<file path="src/hdl/dam_pkg.sv">
`timescale 1ns / 1ps
// ----------------------------------------------------------------------------
// dam_pkg - shared types and constants for the digit anagram match counter
// Request and result layouts, opcodes and character constants.
// ----------------------------------------------------------------------------
package dam_pkg;

  localparam int MAX_LEN_DEF     = 19;
  localparam int COUNT_WIDTH_DEF = 16;
  localparam int NUM_DIGITS      = 10;
  localparam int TOTAL_W         = 16;
  localparam int IN_TDATA_W      = 16;
  localparam int OUT_TDATA_W     = 24;

  localparam logic [7:0] CHAR_ZERO = 8'h30;
  localparam logic [7:0] CHAR_NINE = 8'h39;

  typedef enum logic [1:0] {
    OP_CLEAR = 2'd0,
    OP_QUERY = 2'd1,
    OP_CAND  = 2'd2
  } opcode_t;

  typedef struct packed {
    opcode_t    opcode;
    logic [7:0] char_code;
    logic       last;
  } dam_req_t;

  typedef struct packed {
    logic               valid;
    logic               is_match;
    logic               is_identical;
    logic [TOTAL_W-1:0] match_total;
  } dam_res_t;

endpackage

</file>
<file path="src/hdl/digit_anagram_match_counter.sv">
`timescale 1ns / 1ps
// ----------------------------------------------------------------------------
// digit_anagram_match_counter - digit anagram match counter
// Loads a query string, then reports per candidate whether its decimal digit
// histogram equals the query's while the text differs, with a running total.
//
//   channel | dir | tdata (low bit up)                      | tlast
//   in_     | in  | opcode[1:0], char_code[9:2], pad        | end of string
//   out_    | out | is_match[0], is_identical[1],           | -
//           |     | match_total[17:2], pad                  |
//
// One request per cycle unless a held result stalls the input; an accepted request
// is registered in the input register, then its result in the result register.
// Throughput is set by the single-pass update of histograms and query store.
// Reset clears all counts, lengths and the total; the query store is not swept.
// A held result stalls the input only while a request also waits in the input
// register.
// ----------------------------------------------------------------------------
module digit_anagram_match_counter import dam_pkg::*; #(
  parameter int MAX_LEN     = MAX_LEN_DEF,
  parameter int COUNT_WIDTH = COUNT_WIDTH_DEF
) (
  input  logic                   clk,
  input  logic                   rst_n,
  input  logic                   in_tvalid,
  output logic                   in_tready,
  input  logic [IN_TDATA_W-1:0]  in_tdata,   // opcode, char_code
  input  logic                   in_tlast,
  output logic                   out_tvalid,
  input  logic                   out_tready,
  output logic [OUT_TDATA_W-1:0] out_tdata   // is_match, is_identical, match_total
);

  dam_req_t req_r;
  logic     req_v_r;
  dam_res_t res;
  dam_res_t res_r;
  logic     out_v_r;
  logic     adv;
  logic     step;

  assign adv       = !out_v_r || out_tready;
  assign step      = req_v_r && adv;
  assign in_tready = !req_v_r || adv;

  dam_core #(
    .MAX_LEN     (MAX_LEN),
    .COUNT_WIDTH (COUNT_WIDTH)
  ) u_core (
    .clk   (clk),
    .rst_n (rst_n),
    .step  (step),
    .req   (req_r),
    .res   (res)
  );

  always_ff @(posedge clk) begin
    if (!rst_n) begin
      req_v_r <= 1'b0;
      out_v_r <= 1'b0;
    end else begin
      if (in_tready) req_v_r <= in_tvalid;
      if (adv) out_v_r <= step && res.valid;
    end
  end

  always_ff @(posedge clk) begin
    if (in_tready) begin
      req_r.opcode    <= opcode_t'(in_tdata[1:0]);
      req_r.char_code <= in_tdata[9:2];
      req_r.last      <= in_tlast;
    end
    if (adv) res_r <= res;
  end

  assign out_tvalid = out_v_r;
  assign out_tdata  = {{(OUT_TDATA_W-TOTAL_W-2){1'b0}}, res_r.match_total,
                       res_r.is_identical, res_r.is_match};

`ifndef SYNTHESIS
  a_cand_end_gives_result: assert property (@(posedge clk) disable iff (!rst_n)
    (step && req_r.opcode == OP_CAND && req_r.last) |=> out_tvalid)
    else $error("candidate end produced no result");

  a_match_not_identical: assert property (@(posedge clk) disable iff (!rst_n)
    out_tvalid |-> !(out_tdata[0] && out_tdata[1]))
    else $error("result both match and identical");

  a_match_total_nonzero: assert property (@(posedge clk) disable iff (!rst_n)
    (out_tvalid && out_tdata[0]) |-> (out_tdata[17:2] != 16'd0))
    else $error("match reported with zero total");

  a_stall_cause: assert property (@(posedge clk) disable iff (!rst_n)
    !in_tready |-> (req_v_r && out_tvalid && !out_tready))
    else $error("input stalled without a held result");
`endif

endmodule

</file>
<file path="src/hdl/dam_core.sv">
`timescale 1ns / 1ps
// ----------------------------------------------------------------------------
// dam_core - digit histograms, query store and identity tracking
// Applies one request per step and returns the candidate verdict, if any.
// ----------------------------------------------------------------------------
module dam_core import dam_pkg::*; #(
  parameter int MAX_LEN     = MAX_LEN_DEF,
  parameter int COUNT_WIDTH = COUNT_WIDTH_DEF
) (
  input  logic     clk,
  input  logic     rst_n,
  input  logic     step,
  input  dam_req_t req,
  output dam_res_t res
);

  localparam int LW = $clog2(MAX_LEN + 1);
  localparam int AW = (MAX_LEN > 1) ? $clog2(MAX_LEN) : 1;
  localparam logic [LW-1:0] LEN_MAX = LW'(MAX_LEN);

  logic [LW-1:0] qcnt_r [NUM_DIGITS];
  logic [LW-1:0] qcnt_nxt [NUM_DIGITS];
  logic [LW-1:0] ccnt_r [NUM_DIGITS];
  logic [LW-1:0] ccnt_nxt [NUM_DIGITS];
  logic [LW-1:0] qlen_r, qlen_nxt;
  logic [LW-1:0] cpos_r, cpos_nxt;
  logic          same_r, same_nxt;
  logic [COUNT_WIDTH-1:0] total_r, total_nxt;

  logic [7:0]    qmem [MAX_LEN];
  logic [7:0]    qrd_r;
  logic          wr_en;

  logic          is_digit;
  logic [3:0]    dig;
  logic          same_cur;
  logic [LW-1:0] cpos_cur;
  logic          counts_eq;
  logic          identical;
  logic          match;
  logic [TOTAL_W-1:0] total_out;

  assign is_digit = (req.char_code >= CHAR_ZERO) && (req.char_code <= CHAR_NINE);
  assign dig      = 4'(req.char_code - CHAR_ZERO);

  generate
    if (COUNT_WIDTH >= TOTAL_W) begin : g_tot_trunc
      assign total_out = total_nxt[TOTAL_W-1:0];
    end else begin : g_tot_ext
      assign total_out = {{(TOTAL_W-COUNT_WIDTH){1'b0}}, total_nxt};
    end
  endgenerate

  always_comb begin
    qcnt_nxt  = qcnt_r;
    ccnt_nxt  = ccnt_r;
    qlen_nxt  = qlen_r;
    cpos_nxt  = cpos_r;
    same_nxt  = same_r;
    total_nxt = total_r;
    wr_en     = 1'b0;
    same_cur  = same_r;
    cpos_cur  = cpos_r;
    counts_eq = 1'b1;
    identical = 1'b0;
    match     = 1'b0;
    res       = '0;
    if (step) begin
      case (req.opcode)
        OP_CLEAR: begin
          for (int i = 0; i < NUM_DIGITS; i++) begin
            qcnt_nxt[i] = '0;
            ccnt_nxt[i] = '0;
          end
          qlen_nxt  = '0;
          cpos_nxt  = '0;
          same_nxt  = 1'b1;
          total_nxt = '0;
        end
        OP_QUERY: begin
          if (qlen_r < LEN_MAX) begin
            wr_en    = 1'b1;
            qlen_nxt = qlen_r + 1'b1;
            if (is_digit) qcnt_nxt[dig] = qcnt_r[dig] + 1'b1;
          end
        end
        OP_CAND: begin
          if (cpos_r < LEN_MAX) begin
            if (is_digit) ccnt_nxt[dig] = ccnt_r[dig] + 1'b1;
            if (cpos_r >= qlen_r || qrd_r != req.char_code) same_cur = 1'b0;
            cpos_cur = cpos_r + 1'b1;
          end
          same_nxt = same_cur;
          cpos_nxt = cpos_cur;
          if (req.last) begin
            for (int i = 0; i < NUM_DIGITS; i++) begin
              if (ccnt_nxt[i] != qcnt_r[i]) counts_eq = 1'b0;
            end
            identical = same_cur && (cpos_cur == qlen_r);
            match     = counts_eq && !identical;
            if (match && total_r != {COUNT_WIDTH{1'b1}}) total_nxt = total_r + 1'b1;
            res.valid        = 1'b1;
            res.is_match     = match;
            res.is_identical = identical;
            res.match_total  = total_out;
            for (int i = 0; i < NUM_DIGITS; i++) ccnt_nxt[i] = '0;
            cpos_nxt = '0;
            same_nxt = 1'b1;
          end
        end
        default: begin
        end
      endcase
    end
  end

  always_ff @(posedge clk) begin
    if (!rst_n) begin
      for (int i = 0; i < NUM_DIGITS; i++) begin
        qcnt_r[i] <= '0;
        ccnt_r[i] <= '0;
      end
      qlen_r  <= '0;
      cpos_r  <= '0;
      same_r  <= 1'b1;
      total_r <= '0;
    end else begin
      qcnt_r  <= qcnt_nxt;
      ccnt_r  <= ccnt_nxt;
      qlen_r  <= qlen_nxt;
      cpos_r  <= cpos_nxt;
      same_r  <= same_nxt;
      total_r <= total_nxt;
    end
  end

  // query store; read port prefetches the entry for the next candidate position
  always_ff @(posedge clk) begin
    if (wr_en) qmem[qlen_r[AW-1:0]] <= req.char_code;
    if (wr_en && qlen_r == cpos_nxt) begin
      qrd_r <= req.char_code;
    end else begin
      qrd_r <= qmem[cpos_nxt[AW-1:0]];
    end
  end

endmodule
</file>
<file path="config.mk">
export PLATFORM = sky130hd
export DESIGN_NAME = digit_anagram_match_counter
export DESIGN_NICKNAME = d
export VERILOG_FILES = /design/src/hdl/dam_pkg.sv /design/src/hdl/digit_anagram_match_counter.sv /design/src/hdl/dam_core.sv
export SDC_FILE = /design/constraint.sdc
export NUM_CORES = 1
export LEC_CHECK = 0
export ABC_AREA = 1
export BUFFER_PORTS_ARGS = -buffer_cell sky130_fd_sc_hd__buf_2
export CAP_MARGIN = 30
export CORE_UTILIZATION = 30
export DETAILED_ROUTE_END_ITERATION = 6
export GPL_TIMING_DRIVEN = 0
export PLACE_DENSITY = 0.55
export SLEW_MARGIN = 20
export SYNTH_ARGS = -nofsm -noshare
export SYNTH_HDL_FRONTEND = slang
export SYNTH_HIERARCHICAL = 1
export SYNTH_SLANG_ARGS = --single-unit
</file>
<file path="constraint.sdc">
create_clock -name clk -period 5.22 [get_ports clk]
set_input_delay 0.261 -clock clk [delete_from_list [all_inputs] [get_ports clk]]
set_output_delay 0.261 -clock clk [all_outputs]
set_load 0.1 [all_outputs]
</file>
==> results.toml <==
[timing]
period_minus_slack_ns = 4.95
slew_viol_final = 0
post-route-period-util_pct = 94.9
max_slew_margin_pct = 37.3
setup_viol = 0
worst_slack_ns = 0.266
fmax_ghz = 0.202
max_slew.worst_pin.slew_ns = 0.934
fin_skew_ns = 0.0287
hold_violations = 0
rsz0062_at_grt = "false"

[finish]
multi_input_area_sq_um = 6860
drive_gt1_share_pct = 9.57
synthToLayoutAreaGrowth_pct = 15.6
diodes = 0
final_core_util_pct = 35.2
final.fill_count = 5498
final_cells = 2831
seq_area_sq_um = 8120
fin_nets = 2150

[logic_synthesis]
syn-cell-area_sq_um = 16000
ys.flop_type = "edfxtp_1"
synth_cells = 2014
synth_top_cell_area_share_pct = 34.0
yosys.area.top_type = "edfxtp_1"
synth_enable_flop_cells = 181
synth_area_per_cell_sq_um = 7.93
synth_cell_type_count = 50
async_flop_share_pct = 0
ys.warnings.count = 6
yosysSeqAreaShare_pct = 50.8
ys_ff_latch = 315
synthTopCellsByArea = "edfxtp_1, dfxtp_1, nand2_1"

[critical_path]
worst-setup-path-type = "flop to flop"
start_kind = "flop"
arrival_ns = 5.25
path_buf_inv = 2
crit_family = "simple AND/OR/NAND/NOR gates"
slowest_delay_ns = 0.66
endpoint_kind = "flop"
cp_max_fo = 10
cp_slowest_cell = "edfxtp_1"
worstPathCellList = "nand2_2 > clkinv_2 > nand2_1 > nand3_4 > ha_1 > inv_1 > nand4_1 > nand3_1 > nand2_1 > nor2_1 > nand2_1 > nor2_1 > nand3_1 > nor2_1 > nand3_1 > nor2_1 > nand2_1 > nor2_1 > nand2_1 > nor2_4 > nand2_1 > xor2_1 > nor2_1"
cp.required_ns = 5.51

[placed_design]
dp_slack_ns = -0.326
dp_hpwl_mm = 38.5
port_buffers = 34
place.gp.congestion = 0.942
place_inst = 2744

[clock_tree]
clk_latency_ns = 0.56
numCtsBuffers = 37
h-tree-depth = 2
cts_tree = "done"
clk_path_buf_depth = 3
cts_resized = 0
clockRootBuffer = "clkbuf_16"
cts.sinks = 315
clkTransAtPathRegs_ns = 0.06

[run_status]
status = "finished, final reports clean"

[routing]
routedWlPerCell_um = 19.1
top_layer = "met4"
detail-route-antenna-nets = 0
routed_wl_mm = 53.9
first_pass_iters = 5
wl_met3_mm = 3.61
drt_iter0_markers = 1295
vias = 14362
viasPerCell = 5.07
drc = 0
wl_met1_mm = 23.7
wl_met2_mm = 24.8

[power]
irDropWorstVdd_mv = 0.254
p_per_area_nw_per_um2 = 300
power.total_uw = 5550
p_leak_uw = 0.00681

[floorplan]
placementRows = 84
die_h_um = 233
io_pins = 47
coreArea_sq_um = 52600
die-area_sq_um = 54200
start_util_pct = 30.4
die_width_um = 233

[hold_path]
hp-class = "primary input to flop"

[global_routing]
gr-total-overflow = 0
antenna_found_initial = 0
grt_usage_pct = 19.9
grt_pass1_vias = 13405
grt_max_degree = 23
grt_pass1_wl_mm = 81.3

[flow_run]
maxCapViolCount = 0
cell usage after synthesis (14+ instances only):
cell type,instances
nand3_1,176
nand2_1,597
a21oi_1,126
edfxtp_1,181
o22ai_1,19
dfxtp_1,134
nor2_1,226
or2_2,15
o211ai_1,34
inv_1,143
o21ai_0,96
inv_2,16
nor3_1,27
nand2_2,14
clkbuf_1,56
logic make-up (layout without fill, tap and decap cells):
| kind of cell | count (synthesis) | in the layout | share of synthesized area [%] |
|---|---|---|---|
| XOR/XNOR | 15 | 15 | 0.822 |
| AO/OA/AOI/OAI | 301 | 301 | 10.5 |
| adder cells (fa/ha/maj) | 13 | 13 | 1.02 |
| buffers and inverters | 250 | 374 | 6.37 |
| AND/OR/NAND/NOR | 1119 | 1119 | 30.4 |
| other | 1 | 6 | 0.0235 |
| flip-flops | 315 | 315 | 50.8 |
placed cells by master, fill, tap and decap left out, drive strengths merged, types with 8 or more instances in the layout:
| cell type | count |
|---|---|
| o211ai | 34 |
| nand2 | 611 |
| clkinv | 22 |
| ha | 13 |
| nor2 | 246 |
| a21oi | 127 |
| dlygate4sd3 | 13 |
| edfxtp | 181 |
| nor3 | 27 |
| clkbuf | 100 |
| nand3 | 189 |
| nand4 | 14 |
| buf | 72 |
| dfxtp | 134 |
| inv | 162 |
| o22ai | 19 |
| xor2 | 13 |
| or2 | 17 |
| nand3b | 8 |
| o21ai | 101 |
timing repair:
item | in CTS | in global routing
hold buffers | 13 | 0
setup endpoints to repair | 31 | 17
hold endpoints to repair | 14 | 0
buffers inserted | 6 | 0
flip-flops by register name, indices dropped and copies added (netlist names), 5 cells and up, named ones only:
name            flops
u_core/qmem       152
u_core/ccnt_r      50
u_core/qcnt_r      50
out_tdata          18
u_core/total_r     16
req_r              11
u_core/cpos_r       5
u_core/qlen_r       5
where the power goes:
| group | total (uW) | internal [uW] | switching (uW) |
|---|---|---|---|
| Clock | 2610 | 1550 | 1060 |
| Combinational | 285 | 68.6 | 216 |
| Sequential | 2650 | 2630 | 21.3 |
| Total | 5550 | 4250 | 1300 |
worst register-to-register path, stage by stage (launching register included):
cell and delay, ns:
edfxtp_1 0.66, nand2_2 0.35, clkinv_2 0.25, nand2_1 0.19, nand3_4 0.18, ha_1 0.55, inv_1 0.29, nand4_1 0.15
nand3_1 0.11, nand2_1 0.06, nor2_1 0.15, nand2_1 0.11, nor2_1 0.10, nand3_1 0.09, nor2_1 0.19, nand3_1 0.11
nor2_1 0.14, nand2_1 0.07, nor2_1 0.19, nand2_1 0.20, nor2_4 0.21, nand2_1 0.09, xor2_1 0.19, nor2_1 0.06
cell type report:
class | instances | area share (%)
flip-flops and latches | 315 | 43.9
clock inverters | 21 | 1.26
multi-input cells | 1454 | 37.1
well taps | 688 | 4.66
repair buffers | 59 | 2.18
clock buffers | 45 | 5.34
inverters | 168 | 3.43
plain buffers | 81 | 2.06
path summary, 6_finish.rpt:
path | start | endpoint | slack (ns) | cells past startpoint
worst max-delay path | req_r[3] | out_tdata[6] | 0.27 | 23
worst min register to register | u_core/ccnt_r[49] | u_core/ccnt_r[49] | 0.46 | 2
worst max register to register | req_r[3] | out_tdata[6] | 0.27 | 23
worst min-delay path | out_tready | req_v_r | 0.21 | 4
metrics by stage:
step	TNS [ns]	hold slack (ns)	cell area, sq um
5_1_grt	0	0.254	18500
2_1_floorplan	0	0.330	16000
6_report	0	0.212	18500
3_5_place_dp	-5.33	0.439	17100
4_1_cts	0	0.192	18500
3_3_place_gp	-6.32	0.438	17000
metal layers:
metal / up-vias / track usage, %
met4: 0 / 7.74
met1: 6808 / 26.9
li1: 6940 / -
met2: 517 / 32.1
met5: - / 0
met3: 97 / 2.82
No activity file was read; power rests on OpenSTA's default activity.
